File: src/rtl/core/qrm_pkg.sv
// shared types and constants for the quadrilateral region mask
`timescale 1ns / 1ps

package qrm_pkg;

  // corner coordinates, signed q12.4
  localparam int CORNER_W = 16;
  // bounding box values in q.4, wide enough for the image size seed
  localparam int SPAN_W = 18;
  // floored bounds in whole pixels
  localparam int BOUND_W = SPAN_W - 4;

  localparam int COL_W = 10;
  localparam int ROW_W = 9;
  localparam int MASK_W = 8;
  localparam int CFG_IDX_W = 4;

  // register indexes of the configuration port
  localparam logic [CFG_IDX_W-1:0] REG_CORNER0_X = 4'd0;
  localparam logic [CFG_IDX_W-1:0] REG_CORNER0_Y = 4'd1;
  localparam logic [CFG_IDX_W-1:0] REG_CORNER1_X = 4'd2;
  localparam logic [CFG_IDX_W-1:0] REG_CORNER1_Y = 4'd3;
  localparam logic [CFG_IDX_W-1:0] REG_CORNER2_X = 4'd4;
  localparam logic [CFG_IDX_W-1:0] REG_CORNER2_Y = 4'd5;
  localparam logic [CFG_IDX_W-1:0] REG_CORNER3_X = 4'd6;
  localparam logic [CFG_IDX_W-1:0] REG_CORNER3_Y = 4'd7;
  localparam logic [CFG_IDX_W-1:0] REG_COUNT     = 4'd8;

  localparam logic [MASK_W-1:0] MASK_ON  = 8'd255;
  localparam logic [MASK_W-1:0] MASK_OFF = 8'd0;

  typedef struct packed {
    logic [COL_W-1:0] pixel_col;
    logic [ROW_W-1:0] pixel_row;
  } in_item_t;

  typedef struct packed {
    logic [MASK_W-1:0] mask_byte;
    logic              inside_flag;
  } out_item_t;

  // load enables of the three inner pipeline stages
  typedef struct packed {
    logic en1;
    logic en2;
    logic en3;
  } pipe_ctl_t;

endpackage

File: src/rtl/core/qrm_edge.sv
// three stage edge function evaluation for the line through two corners
`timescale 1ns / 1ps

module qrm_edge (
  input  logic                                clk,
  input  qrm_pkg::pipe_ctl_t                  ctl,
  input  logic signed [qrm_pkg::CORNER_W-1:0] px,
  input  logic signed [qrm_pkg::CORNER_W-1:0] py,
  input  logic signed [qrm_pkg::CORNER_W-1:0] qx,
  input  logic signed [qrm_pkg::CORNER_W-1:0] qy,
  input  logic        [qrm_pkg::COL_W-1:0]    col,
  input  logic        [qrm_pkg::ROW_W-1:0]    row,
  output logic                                pos_r,
  output logic                                neg_r
);

  localparam int DIFF_W = qrm_pkg::CORNER_W + 1;
  localparam int AX_W   = DIFF_W + qrm_pkg::COL_W + 1;
  localparam int BY_W   = DIFF_W + qrm_pkg::ROW_W + 1;
  localparam int PROD_W = 2 * qrm_pkg::CORNER_W;
  localparam int LIN_W  = AX_W + 1;
  localparam int C_W    = PROD_W + 1;
  localparam int VAL_W  = C_W + 1;

  logic signed [DIFF_W-1:0] a;
  logic signed [DIFF_W-1:0] b;
  logic signed [qrm_pkg::COL_W:0] xs;
  logic signed [qrm_pkg::ROW_W:0] ys;

  logic signed [AX_W-1:0]   ax_nxt, ax_r;
  logic signed [BY_W-1:0]   by_nxt, by_r;
  logic signed [PROD_W-1:0] c1_nxt, c1_r;
  logic signed [PROD_W-1:0] c2_nxt, c2_r;
  logic signed [LIN_W-1:0]  lin_nxt, lin_r;
  logic signed [C_W-1:0]    cc_nxt, cc_r;
  logic signed [VAL_W-1:0]  val;

  always_comb begin
    a  = DIFF_W'(qy) - DIFF_W'(py);
    b  = DIFF_W'(px) - DIFF_W'(qx);
    xs = $signed({1'b0, col});
    ys = $signed({1'b0, row});
    ax_nxt = AX_W'(a) * AX_W'(xs);
    by_nxt = BY_W'(b) * BY_W'(ys);
    c1_nxt = PROD_W'(py) * PROD_W'(qx);
    c2_nxt = PROD_W'(qy) * PROD_W'(px);
    lin_nxt = LIN_W'(ax_r) + LIN_W'(by_r);
    cc_nxt  = C_W'(c1_r) - C_W'(c2_r);
    // line value in q.8: (a*x + b*y) * 16 + c
    val = (VAL_W'(lin_r) <<< 4) + VAL_W'(cc_r);
  end

  always_ff @(posedge clk) begin
    if (ctl.en1) begin
      ax_r <= ax_nxt;
      by_r <= by_nxt;
      c1_r <= c1_nxt;
      c2_r <= c2_nxt;
    end
    if (ctl.en2) begin
      lin_r <= lin_nxt;
      cc_r  <= cc_nxt;
    end
    if (ctl.en3) begin
      pos_r <= (val > 0);
      neg_r <= (val < 0);
    end
  end

endmodule

File: config.mk
export PLATFORM = sky130hd
export DESIGN_NAME = qrm_edge
export DESIGN_NICKNAME = d
export VERILOG_FILES = /design/src/rtl/core/qrm_pkg.sv /design/src/rtl/core/qrm_edge.sv
export SDC_FILE = /design/constraint.sdc
export NUM_CORES = 2
export LEC_CHECK = 0
export BUFFER_PORTS_ARGS = -buffer_cell sky130_fd_sc_hd__buf_2
export CORE_MARGIN = 5
export CORE_UTILIZATION = 55
export DETAILED_ROUTE_END_ITERATION = 12
export MAX_ROUTING_LAYER = met4
export PLACE_DENSITY = 0.71
export SLEW_MARGIN = 10
export SYNTH_ARGS = -nofsm -noshare
export SYNTH_HDL_FRONTEND = slang
export SYNTH_SLANG_ARGS = --single-unit
File: constraint.sdc
create_clock -name clk -period 12.6 [get_ports clk]
set_input_delay 0 -clock clk [delete_from_list [all_inputs] [get_ports clk]]
set_output_delay 0 -clock clk [all_outputs]
set_load 0.02 [all_outputs]
==> results.sh <==
export IMPL_worst_slack_ns=4.84
export IMPL_std_cell_rows=102
export IMPL_place_ws_ns=4.48
export IMPL_drtAntennaViolNets=0
export IMPL_numCtsBuffers=17
export IMPL_tritoncts="done"
export IMPL_postLayoutCellArea_sq_um=44700
export IMPL_antenna_found_initial=7
export IMPL_numPortBuffers=88
export IMPL_die_h_um=288
export IMPL_ys_seq_area_frac=0.129
export IMPL_htree_levels=4
export IMPL_die_area_sq_um=83000
export IMPL_post_synth_cell_area_avg_sq_um=9.33
export IMPL_synth_area_sq_um=42500
export IMPL_skew_ns=0.0115
export IMPL_ys_top_cells_by_area="fa_1 38%, edfxtp_1 13%, ha_1 12%, inv_1 9.0%, nand2_1 4.7%"
export IMPL_via_count=31100
export IMPL_tightest_slew_ns=1.21
export IMPL_grt_usage=0.271
export IMPL_synthFlopType="edfxtp_1"
export IMPL_cap_violations=0
export IMPL_globalRouteOverflowTotal=0
export IMPL_multi_input_area_sq_um=32800
export IMPL_status="complete, no violations"
export IMPL_first_iter_violations=2202
export IMPL_gp_congestion=0.980
export IMPL_tns_ns=0
export IMPL_grt_pass1_wl_um=171000
export IMPL_grt_max_degree=64
export IMPL_grt_pass1_vias=32800
export IMPL_finalNetCount=5883
export IMPL_final_max_slew_viol_count=0
export IMPL_synth_async_sr_flop_share=0
export IMPL_hold_violations=0
export IMPL_synth_seq_cells=183
export IMPL_worstPathArrival_ns=7.94
export IMPL_die_width_um=288
export IMPL_clk_pin_slew_ns=0.08
export IMPL_rsz0062_at_grt="no"
export IMPL_syn_num_nets=5862
export IMPL_avgRoutedWirePerCell_um=18.8
export IMPL_yosys_area_top_type="fa_1"
export IMPL_ios=89
export IMPL_wl_um=106000
export IMPL_hold_class="in2reg"
export IMPL_fin_crit_sh=0.616
export IMPL_first_pass_iters=7
export IMPL_clk_insertion_delay_late_ns=0.45
export IMPL_path_class="in2reg"
export IMPL_netlist_instances=4559
export IMPL_synth_top_cell_area_share=0.381
export IMPL_synth_most_common_cell="inv_1"
export IMPL_start_util=0.552
export IMPL_min_period_ns=7.76
export IMPL_clockBufferDepth=2
export IMPL_synth_edf_count=183
export IMPL_hpwl_um=88400
export IMPL_seq_area_sq_um=5500
export IMPL_worstSetupEndpointType="flop"
export IMPL_critPathSlowestCell="xor2_1"
export IMPL_setup_violations=0
export IMPL_place_area_sq_um=44000
export IMPL_area_growth_pct=4.96
export IMPL_worst_path_largest_cell_delay_ns=0.72
export IMPL_via_per_inst=5.51
export IMPL_crit_path_start_kind="input port"
export IMPL_coreArea_sq_um=77100
export IMPL_ys_types=84
export IMPL_relSlewSlack=0.184
export IMPL_drive_above_1_share=0.0355
export IMPL_drc=0
export IMPL_required_ns=12.77
export IMPL_ys_top_cells_by_count="1021 x inv_1, 809 x fa_1, 535 x nand2_1"
export IMPL_ys_warn_count=0
export IMPL_fmax_mhz=129
export IMPL_cts_sinks=183
export IMPL_crit_fanout=10
export IMPL_critPathMostFrequentCell="fa_1"
export IMPL_root_buffer="clkbuf_16"
export IMPL_fillers=6876
[registers in the layout, summed over array words and instances, names as in the netlist]
signal / count
neg_r: 1
by_r: 27
ax_r: 28
cc_r: 33
pos_r: 1
c1_r: 32
lin_r: 29
c2_r: 32
[through the flow]
| stage | instances | hold slack (ns) | utilization |
|---|---|---|---|
| after floorplan | 4559 | 0.112 | - |
| after CTS | 5633 | 0.0815 | 0.579 |
| after global routing | 5637 | 0.0894 | 0.579 |
| after global placement | 5600 | 0.218 | 0.571 |
| after detailed placement | 5600 | 0.221 | 0.571 |
| final | 5640 | 0.0991 | 0.579 |
[worst max-delay path, delay by kind of cell]
| kind | cells | cell delay [ns] |
|---|---|---|
| XOR/XNOR | 3 | 1.01 |
| AND/OR/NAND/NOR | 2 | 0.34 |
| buffers and inverters | 5 | 0.77 |
| adder cells (fa/ha/maj) | 7 | 3.28 |
| AO/OA/AOI/OAI | 12 | 2.51 |
[cells by family (layout without fill, tap and decap cells)]
kind of cell | count (synthesis) | count (layout) | synth area share
AOI/OAI and AO/OA | 528 | 528 | 0.0821
xor gates and xnor gates | 209 | 209 | 0.0434
adders and majority gates | 1216 | 1216 | 0.500
buffers and inverters | 1130 | 1164 | 0.0998
DFF | 183 | 183 | 0.129
muxes | 2 | 2 | 0.000471
other | 0 | 7 | 0
and+or+nand+nor | 1291 | 1291 | 0.145
[worst paths after layout]
kind	start	end	slack, ns	cells past startpoint
max	qx[2]	by_r[26]	4.84	29
max reg2reg	c1_r[0]	cc_r[30]	8.55	13
min reg2reg	by_r[0]	lin_r[0]	0.59	1
min	col[0]	ax_r[0]	0.1	2
[routing by layer]
layer / track usage / part of all wire / vias up
li1: - / - / 14200
met1: 0.343 / 0.40 / 15700
met2: 0.454 / 0.49 / 963
met3: 0.0359 / 0.060 / 229
met4: 0.0921 / 0.042 / 0
met5: - / 0 / -
[what timing repair did]
action / in CTS / in global routing
setup buffers: 0 / 0
endpoints found under the hold margin: 2 / 0
hold buffers: 1 / 0
resized for setup: 0 / 0
[placed cells by master, fill, tap and decap left out, types with 12 or more instances in the layout]
cell type,count
nand4_1,14
o21a_1,34
nor2b_1,70
a211oi_1,22
nand2_1,535
nand2b_1,45
and3_1,23
buf_2,87
nand3b_1,14
nor2_1,220
o21ai_1,22
a21o_1,59
buf_4,12
inv_1,1021
a31oi_1,20
o21bai_1,21
ha_1,407
clkbuf_16,17
a21oi_1,137
xnor2_1,167
nand3_1,30
and2_1,255
edfxtp_1,183
o21ai_0,91
xor2_1,40
fa_1,809
o211ai_1,18
nor3_1,43
[cell type report]
| type | instances | share of cell area |
|---|---|---|
| diodes | 7 | 0.000392 |
| flip-flops and latches | 183 | 0.123 |
| clock buffers | 17 | 0.00953 |
| clock inverters | 15 | 0.00457 |
| well taps | 1040 | 0.0291 |
| inverters | 1032 | 0.0867 |
| repair buffers | 100 | 0.0120 |
| multi-input cells | 3246 | 0.735 |
Power is left out: the tool's default activity adds up to more than one toggle a clock period on the data nets, which glitch-free logic cannot reach.
