**src/rtl/core/qrm_pkg.sv**
```systemverilog
// shared types and constants for the quadrilateral region mask
`timescale 1ns / 1ps

package qrm_pkg;

  // corner coordinates, signed q12.4
  localparam int CORNER_W = 16;
  // bounding box values in q.4, wide enough for the image size seed
  localparam int SPAN_W = 18;
  // floored bounds in whole pixels
  localparam int BOUND_W = SPAN_W - 4;

  localparam int COL_W = 10;
  localparam int ROW_W = 9;
  localparam int MASK_W = 8;
  localparam int CFG_IDX_W = 4;

  // register indexes of the configuration port
  localparam logic [CFG_IDX_W-1:0] REG_CORNER0_X = 4'd0;
  localparam logic [CFG_IDX_W-1:0] REG_CORNER0_Y = 4'd1;
  localparam logic [CFG_IDX_W-1:0] REG_CORNER1_X = 4'd2;
  localparam logic [CFG_IDX_W-1:0] REG_CORNER1_Y = 4'd3;
  localparam logic [CFG_IDX_W-1:0] REG_CORNER2_X = 4'd4;
  localparam logic [CFG_IDX_W-1:0] REG_CORNER2_Y = 4'd5;
  localparam logic [CFG_IDX_W-1:0] REG_CORNER3_X = 4'd6;
  localparam logic [CFG_IDX_W-1:0] REG_CORNER3_Y = 4'd7;
  localparam logic [CFG_IDX_W-1:0] REG_COUNT     = 4'd8;

  localparam logic [MASK_W-1:0] MASK_ON  = 8'd255;
  localparam logic [MASK_W-1:0] MASK_OFF = 8'd0;

  typedef struct packed {
    logic [COL_W-1:0] pixel_col;
    logic [ROW_W-1:0] pixel_row;
  } in_item_t;

  typedef struct packed {
    logic [MASK_W-1:0] mask_byte;
    logic              inside_flag;
  } out_item_t;

  // load enables of the three inner pipeline stages
  typedef struct packed {
    logic en1;
    logic en2;
    logic en3;
  } pipe_ctl_t;

endpackage

```
**src/rtl/core/qrm_span.sv**
```systemverilog
// bounding box span test on one axis, stages one and two
`timescale 1ns / 1ps

module qrm_span #(
  parameter int SIZE  = 640,
  parameter int PIX_W = 10
) (
  input  logic                                   clk,
  input  qrm_pkg::pipe_ctl_t                     ctl,
  input  logic signed [qrm_pkg::CORNER_W-1:0]    c0,
  input  logic signed [qrm_pkg::CORNER_W-1:0]    c1,
  input  logic signed [qrm_pkg::CORNER_W-1:0]    c2,
  input  logic signed [qrm_pkg::CORNER_W-1:0]    c3,
  input  logic        [PIX_W-1:0]                pix,
  output logic                                   in_span_r
);

  localparam logic signed [qrm_pkg::SPAN_W-1:0] SEED  = qrm_pkg::SPAN_W'(SIZE * 16);
  localparam logic signed [qrm_pkg::SPAN_W-1:0] LIMIT = qrm_pkg::SPAN_W'((SIZE - 1) * 16);

  logic signed [qrm_pkg::SPAN_W-1:0]  pts [4];
  logic signed [qrm_pkg::SPAN_W-1:0]  hi;
  logic signed [qrm_pkg::SPAN_W-1:0]  lo;
  logic        [qrm_pkg::BOUND_W-1:0] lo_f_nxt;
  logic        [qrm_pkg::BOUND_W-1:0] hi_f_nxt;
  logic        [qrm_pkg::BOUND_W-1:0] lo_f_r;
  logic        [qrm_pkg::BOUND_W-1:0] hi_f_r;
  logic        [qrm_pkg::BOUND_W-1:0] pix_r;
  logic                               in_span_nxt;

  always_comb begin
    pts[0] = qrm_pkg::SPAN_W'(c0);
    pts[1] = qrm_pkg::SPAN_W'(c1);
    pts[2] = qrm_pkg::SPAN_W'(c2);
    pts[3] = qrm_pkg::SPAN_W'(c3);
    hi = '0;
    lo = SEED;
    for (int k = 0; k < 4; k++) begin
      if (pts[k] > hi) hi = pts[k];
      if (pts[k] < lo) lo = pts[k];
    end
    if (hi >= SEED) hi = LIMIT;
    if (lo < 0) lo = '0;
    // both bounds are nonnegative here, so floor is a plain shift
    lo_f_nxt = lo[qrm_pkg::SPAN_W-1:4];
    hi_f_nxt = hi[qrm_pkg::SPAN_W-1:4];
  end

  assign in_span_nxt = (pix_r >= lo_f_r) && (pix_r <= hi_f_r);

  always_ff @(posedge clk) begin
    if (ctl.en1) begin
      lo_f_r <= lo_f_nxt;
      hi_f_r <= hi_f_nxt;
      pix_r  <= qrm_pkg::BOUND_W'(pix);
    end
    if (ctl.en2) begin
      in_span_r <= in_span_nxt;
    end
  end

endmodule

```
**config.mk**
```make
export PLATFORM = sky130hd
export DESIGN_NAME = qrm_span
export DESIGN_NICKNAME = d
export VERILOG_FILES = /design/src/rtl/core/qrm_pkg.sv /design/src/rtl/core/qrm_span.sv
export SDC_FILE = /design/constraint.sdc
export NUM_CORES = 1
export LEC_CHECK = 0
export CAP_MARGIN = 30
export CORE_ASPECT_RATIO = 1.75
export CORE_MARGIN = 4
export CORE_UTILIZATION = 38
export CTS_CLUSTER_SIZE = 24
export DETAILED_ROUTE_END_ITERATION = 16
export DONT_BUFFER_PORTS = 1
export PLACE_DENSITY = 0.62
export SLEW_MARGIN = 20
export SYNTH_ARGS = -nofsm -noshare
export SYNTH_HDL_FRONTEND = slang
export SYNTH_SLANG_ARGS = --single-unit
```
**constraint.sdc**
```tcl
create_clock -name clk -period 14.48 [get_ports clk]
set_input_delay 1.448 -clock clk [delete_from_list [all_inputs] [get_ports clk]]
set_output_delay 1.448 -clock clk [all_outputs]
set_load 0.005 [all_outputs]
```
==> summary.log, run 1 <==
qor: outcome.run_status finished clean
qor: yosys.yosys.area_share.adder 27.6%
qor: yosys.synth_top_flop_cell sky130_fd_sc_hd__edfxtp_1
qor: grt.global_route_wire_length_before_repair 22,700 um
qor: sta.final_min_period_over_clock_period 62.4%
qor: yosys.synth_seq_cells 35
qor: finish.mostFrequentLayoutCells 114 x sky130_fd_sc_hd__ha_1, 71 x sky130_fd_sc_hd__nand2_1, 53 x sky130_fd_sc_hd__inv_1, 45 x sky130_fd_sc_hd__o21ai_0, 40 x sky130_fd_sc_hd__a21oi_1
qor: floorplanning.floorplan.rows 56
qor: yosys.mappedNetlistArea 5160 um2
qor: route.drt_pass1_iterations 4
qor: yosys.yosys.cell_types.count 52
qor: floorplanning.io_pins 79
qor: yosys.synthXorXnorAreaFrac 0%
qor: yosys.synth.net_count 805
qor: grt.largest_net_degree_at_the_start_of_global_routing 40
qor: clocking.clk_latency 0.27 ns
qor: yosys.main_combinational_cell_family_by_area_after_synthesis adder cells
qor: route.num_vias 4,485
qor: clocking.h-tree-depth 2
qor: worst_setup_path.cp.arrival 9.05 ns
qor: route.wl 14,200 um
qor: sta.maxSlewHeadroom 45.5%
qor: pwr.cellInternalPower 347 uW
qor: place.place_hpwl 12,400 um
qor: finish.post_route_cells_drive_above_1_share 5.60%
qor: pwr.sequential_group_share_of_total_power 25.2%
qor: yosys.synth_simple_gate_area_share 18.5%
qor: yosys.synth_compound_area_share 19.6%
qor: grt.first_global_vias 4,682
qor: yosys.syn_area_per_cell 8.42 um2
qor: sta.worst_clock_skew 0.00429 ns
qor: floorplanning.fp.dieArea 15,600 um2
qor: finish.most_common_library_cell_in_the_layout_ignoring_fill_and_taps sky130_fd_sc_hd__ha_1
qor: pwr.clkPwrFrac 17.2%
qor: grt.antenna_found_initial 0
qor: worst_setup_path.critPathKind in -> reg
qor: clocking.path_clk_slew 0.05 ns
qor: place.gp_routability_congestion 0.914
qor: worst_setup_path.crit_path_top_delay_cell sky130_fd_sc_hd__nor4_1
qor: clocking.post_cts_buffers 0
qor: grt.grt_usage 18.8%
qor: clocking.ctsHoldBuffers 0
qor: worst_setup_path.critPathTopFamily compound AO/OA/AOI/OAI gates
qor: worst_hold_path.min-delay-path-class reg -> reg
qor: clocking.cts_inserted_buffers 5
qor: worst_setup_path.cpPeakStageDelay 0.70 ns
qor: job.max_cap_violations 0
qor: grt.grt-ovfl-total 0
qor: worst_setup_path.timing.critical_path.fanout_max 39
qor: pwr.combinationalPowerShare 57.6%
qor: finish.antenna_cells_inserted 0
qor: route.first_iter_violations 194
qor: worst_setup_path.critical_path.most_common_cell sky130_fd_sc_hd__o21ai_0
qor: pwr.netSwitchingPower 238 uW
qor: route.via_per_inst 5.74
qor: route.drc 0
qor: pwr.netSwitchingFraction 40.7%
qor: sta.grt_setup_unrepaired false
qor: worst_setup_path.setup.worst_path.end_class flop
qor: finish.area_delta_synth_final 6.54%
qor: yosys.yosys_warnings 0
qor: place.setup_slack_placement 5.10 ns
qor: sta.finalHoldViolations 0
qor: clocking.cts_repair_resize_count 0
qor: yosys.syn-instance-count 613
qor: yosys.asyncSetResetFlopFracSynth 0%
qor: sta.shortest_clock_period_the_worst_path_allows_after_layout 9.03 ns
qor: sta.post-route-worst-setup-slack 5.45 ns
qor: pwr.power.ir.vdd_worst 0.0000517 V
qor: sta.max_clock_freq 0.111 GHz
qor: yosys.seq_area_frac_synth 20.4%
qor: clocking.max_root_sink_buffers 2
qor: clocking.cts_tree done
qor: floorplanning.core 13,400 um2
qor: yosys.synth_edf_count 35
qor: floorplanning.start_util 38.6%
qor: floorplanning.fp.dieH 162 um
qor: route.drtAntennaViolNets 0
qor: worst_setup_path.required 14.49 ns
qor: floorplanning.die_w 96.1 um
qor: sta.slew_violations 0
qor: sta.timing.final.setup_violations 0
qor: clocking.cts_root_buf sky130_fd_sc_hd__clkbuf_16
qor: place.io_buffer_count 0
qor: sta.totalNegativeSetupSlack 0 ns
qor: sta.worstMarginPinSlew 0.815 ns
qor: route.detail_route.wl_per_cell 18.2 um
qor: pwr.leakage 2.51 nW
qor: pwr.power-per-cell-area 106 nW/um2
qor: clocking.clock_sink_count 35
qor: finish.layout.nets 798
qor: worst_setup_path.worstPathBufferInverterCount 4
qor: yosys.synth.area.mux_share 8.50%
qor: worst_setup_path.worst_setup_path_start_kind input pin
-- worst paths after layout --
check | start | endpoint | slack, ns | depth (start not counted)
min | lo_f_r[12] | in_span_r | 0.54 | 1
min reg2reg | lo_f_r[12] | in_span_r | 0.54 | 1
max reg2reg | pix_r[0] | in_span_r | 12.00 | 11
max | c0[11] | lo_f_r[0] | 5.45 | 32
-- final cells by class --
cell class / instances / area, um2
fillers: 1308 / 7880
multi-input cells: 506 / 3840
flip-flops and latches: 35 / 1050
well taps: 174 / 218
inverters: 53 / 199
clock buffers: 6 / 129
repair buffers: 5 / 48.8
clock inverters: 2 / 12.5
-- stage by stage --
stage | utilization (%) | power [mW] | cells | instance area [um2] | hold slack (ns)
final | 41.1 | 0.585 | 781 | 5500 | 0.539
after global routing | 41.1 | 0.644 | 781 | 5500 | 0.569
after CTS | 41.0 | 0.589 | 780 | 5490 | 0.542
after detailed placement | 39.9 | 0.485 | 772 | 5350 | 0.534
after global placement | 39.9 | 0.472 | 771 | 5330 | 0.535
after floorplan | - | 0.404 | 613 | 5160 | 0.514
-- cell usage after synthesis (3+ instances only) --
cell,n,area share [%]
sky130_fd_sc_hd__a211o_1,3,0.51
sky130_fd_sc_hd__a211oi_1,4,0.58
sky130_fd_sc_hd__a21o_1,14,2.0
sky130_fd_sc_hd__a21oi_1,40,3.9
sky130_fd_sc_hd__a221o_1,3,0.58
sky130_fd_sc_hd__a31oi_1,3,0.36
sky130_fd_sc_hd__a32oi_1,12,2.0
sky130_fd_sc_hd__and2_1,4,0.48
sky130_fd_sc_hd__clkbuf_1,16,1.2
sky130_fd_sc_hd__edfxtp_1,35,20
sky130_fd_sc_hd__ha_1,114,28
sky130_fd_sc_hd__inv_1,53,3.9
sky130_fd_sc_hd__mux2_2,15,3.3
sky130_fd_sc_hd__mux2i_1,24,4.7
sky130_fd_sc_hd__nand2_1,71,5.2
sky130_fd_sc_hd__nand2b_1,31,3.8
sky130_fd_sc_hd__nand3_1,13,1.3
sky130_fd_sc_hd__nand4_1,13,1.6
sky130_fd_sc_hd__nor2_1,27,2.0
sky130_fd_sc_hd__nor2b_1,12,1.5
sky130_fd_sc_hd__nor3_1,8,0.78
sky130_fd_sc_hd__nor4_1,5,0.61
sky130_fd_sc_hd__o2111ai_1,7,1.2
sky130_fd_sc_hd__o211ai_1,3,0.44
sky130_fd_sc_hd__o21a_1,4,0.58
sky130_fd_sc_hd__o21ai_0,45,4.4
-- power groups by stage --
stage,clock (mW),sequential (mW),combinational (mW)
final,0.101,0.148,0.337
after global routing,0.106,0.150,0.387
after CTS,0.104,0.148,0.337
after detailed placement,0,0.150,0.335
after global placement,0,0.150,0.322
after floorplan,0,0.148,0.256
-- routing by layer --
layer / wire length (um) / vias to the layer above / GRT usage [%]
li1: - / 2248 / -
met1: 4920 / 2088 / 18.3
met2: 8040 / 116 / 36.7
met3: 551 / 33 / 2.64
met4: 697 / 0 / 9.39
met5: 0 / - / 0
-- sequential cells by signal, indices dropped and copies added (netlist names) --
register and flops:
hi_f_r 12, in_span_r 1, lo_f_r 12, pix_r 10
-- logic make-up (layout without fill, tap and decap cells) --
group,Yosys count,in the layout
flip-flops,35,35
AO/OA/AOI/OAI,155,155
other,2,2
multiplexers,41,41
AND/OR/NAND/NOR,194,194
buffers and inverters,72,66
adder cells (fa/ha/maj),114,114
Power figures use the tool's default switching activity.
==> run 2, diff against run 1 <==
Clock period 14.48 ns to 8.92 ns, I/O delays scaled along.
==> run 2 against run 1 <==
  * Hold slack improved by 0.0021 ns
  * Final cell count increased by 0.38%
  * Count of clock-buffer cells in the layout stayed put
  * Non-clock buffer count is 3 higher
  * Total power is 64% higher
  * First-iteration DRC count shrank 29%
  * Combinational power is 65% higher
  * Sequential share of layout area is 0.052 points lower
  * Worst setup slack lost 4.7 ns
  * Global-route usage grew 0.21 points
  * Largest cell class unchanged
==> summary.log, run 2 (synthesis gave the netlist of run 1 again) <==
qor: sta.max_clock_freq 0.122 GHz
qor: place.gp_routability_congestion 0.897 [was 0.914]
qor: route.wl 14,400 um [was 14,200 um]
qor: sta.post-route-worst-setup-slack 0.704 ns [was 5.45 ns]
qor: worst_setup_path.worstPathBufferInverterCount 5 [was 4]
qor: sta.timing.final.setup_violations 0 [unchanged]
qor: sta.post_route_worst_hold_slack 0.541 ns [was 0.539 ns]
qor: sta.finalHoldViolations 0 [unchanged]
qor: place.place_hpwl 12,600 um [was 12,400 um]
qor: clocking.cts_root_buf sky130_fd_sc_hd__clkbuf_16 [unchanged]
qor: place.setup_slack_placement 0.467 ns [was 5.10 ns]
qor: sta.worst_clock_skew 0.00280 ns [was 0.00429 ns]
qor: route.via_per_inst 5.71 [was 5.74]
qor: finish.postLayoutCellArea 5520 um2 [was 5500 um2]
qor: job.max_cap_violations 0 [unchanged]
qor: clocking.clk_latency 0.27 ns [about the same]
qor: finish.layout.nets 801 [was 798]
qor: route.drc 0 [unchanged]
qor: grt.global_route_wire_length_before_repair 22,900 um [was 22,700 um]
qor: place.io_buffer_count 0 [unchanged]
qor: worst_setup_path.cpPeakStageDelay 0.49 ns [was 0.70 ns]
qor: route.drtAntennaViolNets 0 [unchanged]
qor: worst_setup_path.crit_path_top_delay_cell sky130_fd_sc_hd__a221oi_1 [was sky130_fd_sc_hd__nor4_1]
qor: worst_setup_path.required 8.93 ns [was 14.49 ns]
qor: floorplanning.fp.dieArea 15,600 um2 [unchanged]
qor: worst_setup_path.worst_setup_path_start_kind input pin [unchanged]
qor: place.post_place_cell_area 5380 um2 [was 5350 um2]
qor: worst_hold_path.min-delay-path-class reg -> reg [unchanged]
qor: clocking.cts_repair_resize_count 0 [unchanged]
qor: floorplanning.start_util 38.6% [unchanged]
qor: route.first_iter_violations 138 [was 194]
qor: worst_setup_path.critPathKind in -> reg [unchanged]
qor: grt.grt_usage 19.0% [was 18.8%]
qor: pwr.power.ir.vdd_worst 0.0000894 V [was 0.0000517 V]
qor: clocking.cts_inserted_buffers 5 [unchanged]
qor: sta.worstMarginPinSlew 0.616 ns [was 0.815 ns]
qor: sta.slew_violations 0 [unchanged]
qor: pwr.leakage 2.52 nW [was 2.51 nW]
qor: clocking.ctsHoldBuffers 0 [unchanged]
qor: pwr.power-per-cell-area 174 nW/um2 [was 106 nW/um2]
qor: sta.grt_setup_unrepaired false [unchanged]
qor: clocking.cts_tree done [unchanged]
qor: floorplanning.core 13,400 um2 [unchanged]
qor: grt.first_global_vias 4,755 [was 4,682]
qor: clocking.clock_sink_count 35 [unchanged]
qor: route.num_vias 4,476 [was 4,485]
qor: clocking.post_cts_buffers 0 [unchanged]
qor: outcome.run_status finished clean [unchanged]
qor: sta.totalNegativeSetupSlack 0 ns [unchanged]
qor: worst_setup_path.setup.worst_path.end_class flop [unchanged]
qor: finish.post_route_cells_drive_above_1_share 6.07% [was 5.60%]
qor: floorplanning.die_w 96.1 um [unchanged]
qor: sta.maxSlewHeadroom 58.5% [was 45.5%]
qor: floorplanning.io_pins 79 [unchanged]
qor: clocking.max_root_sink_buffers 2 [unchanged]
qor: route.detail_route.wl_per_cell 18.4 um [was 18.2 um]
qor: sta.final_min_period_over_clock_period 92.1%
qor: clocking.path_clk_slew 0.05 ns [about the same]
qor: worst_setup_path.timing.critical_path.fanout_max 33 [was 39]
qor: grt.grt-ovfl-total 0 [unchanged]
qor: finish.reg.largest.list hi_f_r: 12 flops, lo_f_r: 12 flops, pix_r: 10 flops [unchanged]
qor: finish.post_layout_util 41.2% [was 41.1%]
qor: finish.antenna_cells_inserted 0 [unchanged]
qor: grt.antenna_found_initial 0 [unchanged]
qor: worst_setup_path.cp.arrival 8.23 ns [was 9.05 ns]
qor: floorplanning.floorplan.rows 56 [unchanged]
qor: grt.largest_net_degree_at_the_start_of_global_routing 35 [was 40]
qor: worst_setup_path.critPathTopFamily compound AO/OA/AOI/OAI gates [unchanged]
qor: finish.area_delta_synth_final 6.83% [was 6.54%]
qor: finish.most_common_library_cell_in_the_layout_ignoring_fill_and_taps sky130_fd_sc_hd__ha_1 [unchanged]
qor: floorplanning.fp.dieH 162 um [unchanged]
qor: finish.mostFrequentLayoutCells 114 x sky130_fd_sc_hd__ha_1, 71 x sky130_fd_sc_hd__nand2_1, 53 x sky130_fd_sc_hd__inv_1, 45 x sky130_fd_sc_hd__o21ai_0, 40 x sky130_fd_sc_hd__a21oi_1 [unchanged]
qor: sta.shortest_clock_period_the_worst_path_allows_after_layout 8.22 ns
qor: clocking.h-tree-depth 2 [unchanged]
qor: route.drt_pass1_iterations 4 [unchanged]
run 2: cell type report:
type | count | area (um2)
clock buffers | 6 | 129
repair buffers | 8 | 63.8
clock inverters | 2 | 12.5
well taps | 174 | 218
fillers | 1324 | 7870
flip-flops and latches | 35 | 1050
multi-input cells | 506 | 3840
inverters | 53 | 199
run 2: report_power, final:
group	switching (mW)	internal, mW
sequential	0.00969	0.230
combinational	0.322	0.233
clock	0.0617	0.103
total	0.393	0.566
run 2: worst paths after layout:
path	depth (start not counted)	slack, ns	endpoint	startpoint
worst max-delay path	32	0.70	lo_f_r[0]	c0[11]
worst max register to register	11	6.38	in_span_r	pix_r[0]
worst min register to register	1	0.54	in_span_r	lo_f_r[10]
worst min-delay path	1	0.54	in_span_r	lo_f_r[10]
run 2: through the flow:
step | cells | total power [mW]
final | 784 | 0.959
after global routing | 784 | 1.05
after CTS | 784 | 0.966
after detailed placement | 776 | 0.795
after global placement | 775 | 0.771
after floorplan | 613 | 0.656
run 2: metal layers:
| metal | track usage, % | part of all wire [%] | routed length, um |
|---|---|---|---|
| met5 | 0 | 0 | 0 |
| met4 | 8.81 | 4.7 | 685 |
| met2 | 38.4 | 57 | 8220 |
| met1 | 17.3 | 34 | 4910 |
| met3 | 3.15 | 4.3 | 616 |
==> run 3, diff against run 2 <==
Settings changed: ABC_AREA from default to 1.
==> run 3 against run 2 <==
  * Area after synthesis shrank 0.29%
  * Worst setup slack gained 0.053 ns
  * Global-route usage shrank 0.66 points
  * Count of clock-buffer cells in the layout is the same
  * Final area grew 2.5%
  * Total power grew 20%
  * Hold slack gained 0.0083 ns
  * Sequential power grew 8%
  * Non-clock buffer count grew 23
  * Critical path depth grew 15
  * Die area shrank 0.27%
  * Combinational power grew 30%
==> summary.log, run 3 <==
qor: floorplanning.die_w 96.0 um [was 96.1 um]
qor: floorplanning.floorplan.rows 56 [unchanged]
qor: sta.slew_violations 0 [unchanged]
qor: yosys.synth_edf_count 35 [unchanged]
qor: yosys.mappedNetlistArea 5150 um2 [was 5160 um2]
qor: sta.finalHoldViolations 0 [unchanged]
qor: yosys.synth.net_count 937 [was 805]
qor: floorplanning.core 13,300 um2 [was 13,400 um2]
qor: grt.grt-ovfl-total 0 [unchanged]
qor: finish.most_common_library_cell_in_the_layout_ignoring_fill_and_taps sky130_fd_sc_hd__nand2_1 [was sky130_fd_sc_hd__ha_1]
qor: worst_hold_path.worst_hold_path.endpoint in_span_r [unchanged]
qor: sta.shortest_clock_period_the_worst_path_allows_after_layout 8.16 ns [was 8.22 ns]
qor: worst_setup_path.cp.arrival 8.19 ns [was 8.23 ns]
qor: worst_setup_path.critical_path.most_common_cell sky130_fd_sc_hd__o21ai_0
qor: clocking.path_clk_slew 0.06 ns [was 0.05 ns]
qor: clocking.post_cts_buffers 0 [unchanged]
qor: clocking.h-tree-depth 2 [unchanged]
qor: finish.post_route_cells_drive_above_1_share 7.19% [was 6.07%]
qor: yosys.syn_area_per_cell 6.91 um2 [was 8.42 um2]
qor: worst_hold_path.min-delay-path-class reg -> reg [unchanged]
qor: worst_setup_path.worst_reg2reg_setup_slack 6.74 ns [was 6.38 ns]
qor: finish.finish.cell_count_without_fillers 939 [was 784]
qor: sta.final_min_period_over_clock_period 91.5% [was 92.1%]
qor: yosys.most_frequent_cells_after_synthesis 218 x sky130_fd_sc_hd__nand2_1, 114 x sky130_fd_sc_hd__ha_1, 90 x sky130_fd_sc_hd__inv_1 [was 114 x sky130_fd_sc_hd__ha_1, 71 x sky130_fd_sc_hd__nand2_1, 53 x sky130_fd_sc_hd__inv_1]
qor: yosys.most_frequent_cell_after_synthesis sky130_fd_sc_hd__nand2_1 [was sky130_fd_sc_hd__ha_1]
qor: yosys.yosys.cell_types.count 35 [was 52]
qor: floorplanning.fp.dieH 162 um [about the same]
qor: clocking.cts_tree done [unchanged]
qor: sta.totalNegativeSetupSlack 0 ns [unchanged]
qor: outcome.run_status finished clean [unchanged]
qor: route.detail_route.wl_per_cell 14.4 um [was 18.4 um]
qor: pwr.leakage 2.90 nW [was 2.52 nW]
qor: clocking.cts_inserted_buffers 5 [unchanged]
qor: worst_setup_path.setup.worst_path.end_class flop [unchanged]
qor: place.place_hpwl 12,000 um [was 12,600 um]
qor: grt.largest_net_degree_at_the_start_of_global_routing 35 [unchanged]
qor: pwr.netSwitchingPower 512 uW [was 393 uW]
qor: worst_setup_path.r2r-end in_span_r [unchanged]
qor: finish.regArea 1050 um2 [unchanged]
qor: yosys.syn-instance-count 745 [was 613]
qor: worst_hold_path.holdCritStartpoint hi_f_r[10] [was lo_f_r[10]]
qor: yosys.synth.area.top_cells sky130_fd_sc_hd__ha_1 28%, sky130_fd_sc_hd__edfxtp_1 20%, sky130_fd_sc_hd__nand2_1 16% [was sky130_fd_sc_hd__ha_1 28%, sky130_fd_sc_hd__edfxtp_1 20%, sky130_fd_sc_hd__nand2_1 5.2%]
qor: route.first_iter_violations 182 [was 138]
qor: route.via_per_inst 5.07 [was 5.71]
qor: place.setup_slack_placement 0.400 ns [was 0.467 ns]
qor: yosys.yosys_warnings 0 [unchanged]
qor: place.place.detailed.instances 931 [was 776]
qor: grt.first_global_vias 4,717 [was 4,755]
qor: sta.worst_clock_skew 0.00442 ns [was 0.00280 ns]
qor: yosys.yosys.area.top_type_share 27.7% [was 27.6%]
qor: route.wl 13,500 um [was 14,400 um]
qor: worst_setup_path.r2r-start pix_r[3] [was pix_r[0]]
qor: grt.global_route_wire_length_before_repair 22,300 um [was 22,900 um]
qor: finish.fill_cell_instance_count_of_the_final_layout 1,459 [was 1,324]
qor: place.io_buffer_count 0 [unchanged]
qor: route.drtAntennaViolNets 0 [unchanged]
qor: yosys.asyncSetResetFlopFracSynth 0% [unchanged]
qor: pwr.power-per-cell-area 203 nW/um2 [was 174 nW/um2]
qor: route.drc 0 [unchanged]
qor: sta.max_clock_freq 0.122 GHz [about the same]
qor: worst_setup_path.timing.reg2reg.worst_path_depth 9 [was 11]
qor: yosys.synth.largest_area_cell sky130_fd_sc_hd__ha_1 [unchanged]
qor: pwr.clkPwrFrac 14.6% [was 17.1%]
qor: clocking.max_root_sink_buffers 2 [unchanged]
qor: route.num_vias 4,757 [was 4,476]
qor: clocking.cts_root_buf sky130_fd_sc_hd__clkbuf_16 [unchanged]
qor: sta.grt_setup_unrepaired false [unchanged]
qor: job.max_cap_violations 0 [unchanged]
qor: finish.antenna_cells_inserted 0 [unchanged]
qor: yosys.synth_seq_cells 35 [unchanged]
qor: pwr.cellInternalPower 635 uW [was 566 uW]
qor: worst_setup_path.worst_setup_path_start_kind input pin [unchanged]
qor: worst_setup_path.critPathKind in -> reg [unchanged]
qor: pwr.sequential_group_share_of_total_power 22.4% [was 25.0%]
qor: sta.timing.final.setup_violations 0 [unchanged]
qor: finish.area_used_by_multi_input_combinational_logic 3650 um2 [was 3840 um2]
qor: sta.post-route-worst-setup-slack 0.757 ns [was 0.704 ns]
qor: pwr.combinationalPowerShare 63.0% [was 57.9%]
qor: yosys.synth_top_flop_cell sky130_fd_sc_hd__edfxtp_1 [unchanged]
qor: worst_setup_path.crit_path_top_delay_cell sky130_fd_sc_hd__a221oi_1 [unchanged]
qor: worst_hold_path.min_delay_path_depth 2 [was 1]
qor: finish.layout.nets 956 [was 801]
qor: floorplanning.io_pins 79 [unchanged]
qor: pwr.netSwitchingFraction 44.6% [was 41.0%]
qor: worst_setup_path.required 8.95 ns [was 8.93 ns]
qor: clocking.clock_sink_count 35 [unchanged]
qor: route.drt_pass1_iterations 4 [unchanged]
qor: yosys.seq_area_frac_synth 20.4% [about the same]
qor: pwr.power.ir.vdd_worst 0.0000785 V [was 0.0000894 V]
qor: worst_setup_path.cpPeakStageDelay 0.31 ns [was 0.49 ns]
qor: finish.mostFrequentLayoutCells 218 x sky130_fd_sc_hd__nand2_1, 114 x sky130_fd_sc_hd__ha_1, 90 x sky130_fd_sc_hd__inv_1, 79 x sky130_fd_sc_hd__o21ai_0, 49 x sky130_fd_sc_hd__nand3_1 [was 114 x sky130_fd_sc_hd__ha_1, 71 x sky130_fd_sc_hd__nand2_1, 53 x sky130_fd_sc_hd__inv_1, 45 x sky130_fd_sc_hd__o21ai_0, 40 x sky130_fd_sc_hd__a21oi_1]
qor: floorplanning.fp.dieArea 15,500 um2 [was 15,600 um2]
qor: finish.reg.largest.list hi_f_r: 12 flops, lo_f_r: 12 flops, pix_r: 10 flops [unchanged]
qor: finish.area_delta_synth_final 9.79% [was 6.83%]
qor: place.gp_routability_congestion 0.854 [was 0.897]
qor: clocking.clk_latency 0.28 ns [was 0.27 ns]
qor: floorplanning.start_util 38.7% [was 38.6%]
qor: grt.grt_usage 18.4% [was 19.0%]
qor: worst_setup_path.timing.critical_path.fanout_max 12 [was 33]
qor: grt.antenna_found_initial 0 [unchanged]
## run 3: repair_timing
| item | 4_1_cts | 5_1_grt |
|---|---|---|
| hold buffers | 0 | 0 |
| gates resized for setup | 0 | 7 |
| setup endpoints to repair | 0 | 10 |
## run 3: power by group through the flow
| stage | Clock, mW | Sequential (mW) | Combinational, mW |
|---|---|---|---|
| floorplan | 0 | 0.257 | 0.548 |
| global placement | 0 | 0.260 | 0.711 |
| detailed placement | 0 | 0.261 | 0.728 |
| CTS | 0.171 | 0.258 | 0.731 |
| global route | 0.180 | 0.260 | 0.856 |
| finish | 0.168 | 0.257 | 0.723 |
## run 3: logic make-up after synthesis
family | share of synthesized area, %
adders and majority gates | 27.7
muxes | 0.194
AOI/OAI and AO/OA | 15.8
buffers and inverters | 8.65
DFF | 20.4
and+or+nand+nor | 27.1
other | 0.146
## run 3: cell type report
class                           count  area share (%)
Tap cell                          174            3.85
Sequential cell                    35            18.6
Clock inverter                      2           0.221
Timing Repair Buffer               31            4.34
Clock buffer                        6            2.28
Multi-Input combinational cell    599            64.6
Inverter                           92            6.11
## run 3: worst max-delay path: cells and delay by family
family	cells	cell delay, ns
mux	1	0.18
buf+inv	8	1.38
fa+ha+maj	3	0.83
simple gates	15	1.53
compound gates	20	3.35
## run 3: metal layers
metal  vias to the layer above  share of wire, %  GRT usage (%)
li1                       2577                 -              -
met1                      2068                35           17.1
met2                        80                57           36.2
met3                        32               3.7           3.10
met4                         0               4.7           9.26
met5                         -                 0              0
## run 3: worst max-delay path by stage
stage | slack (ns) | startpoint | depth (start not counted) | endpoint
6_report | 0.76 | c0[6] | 47 | hi_f_r[9]
5_1_grt | 0.004 | c0[6] | 48 | hi_f_r[9]
4_1_cts | 0.65 | c0[6] | 48 | hi_f_r[9]
3_5_place_dp | 0.40 | c0[6] | 48 | hi_f_r[9]
3_3_place_gp | 0.46 | c0[6] | 48 | hi_f_r[9]
2_1_floorplan | 1.46 | c0[14] | 45 | hi_f_r[9]
## run 3: per-stage QoR
step,util [%],hold slack (ns),power [mW],instance area (um2)
after global routing,42.5,0.580,1.30,5650
after global placement,41.4,0.525,0.971,5510
after CTS,42.5,0.547,1.16,5650
after floorplan,-,0.508,0.805,5150
after detailed placement,41.4,0.526,0.988,5510
final,42.5,0.550,1.15,5650
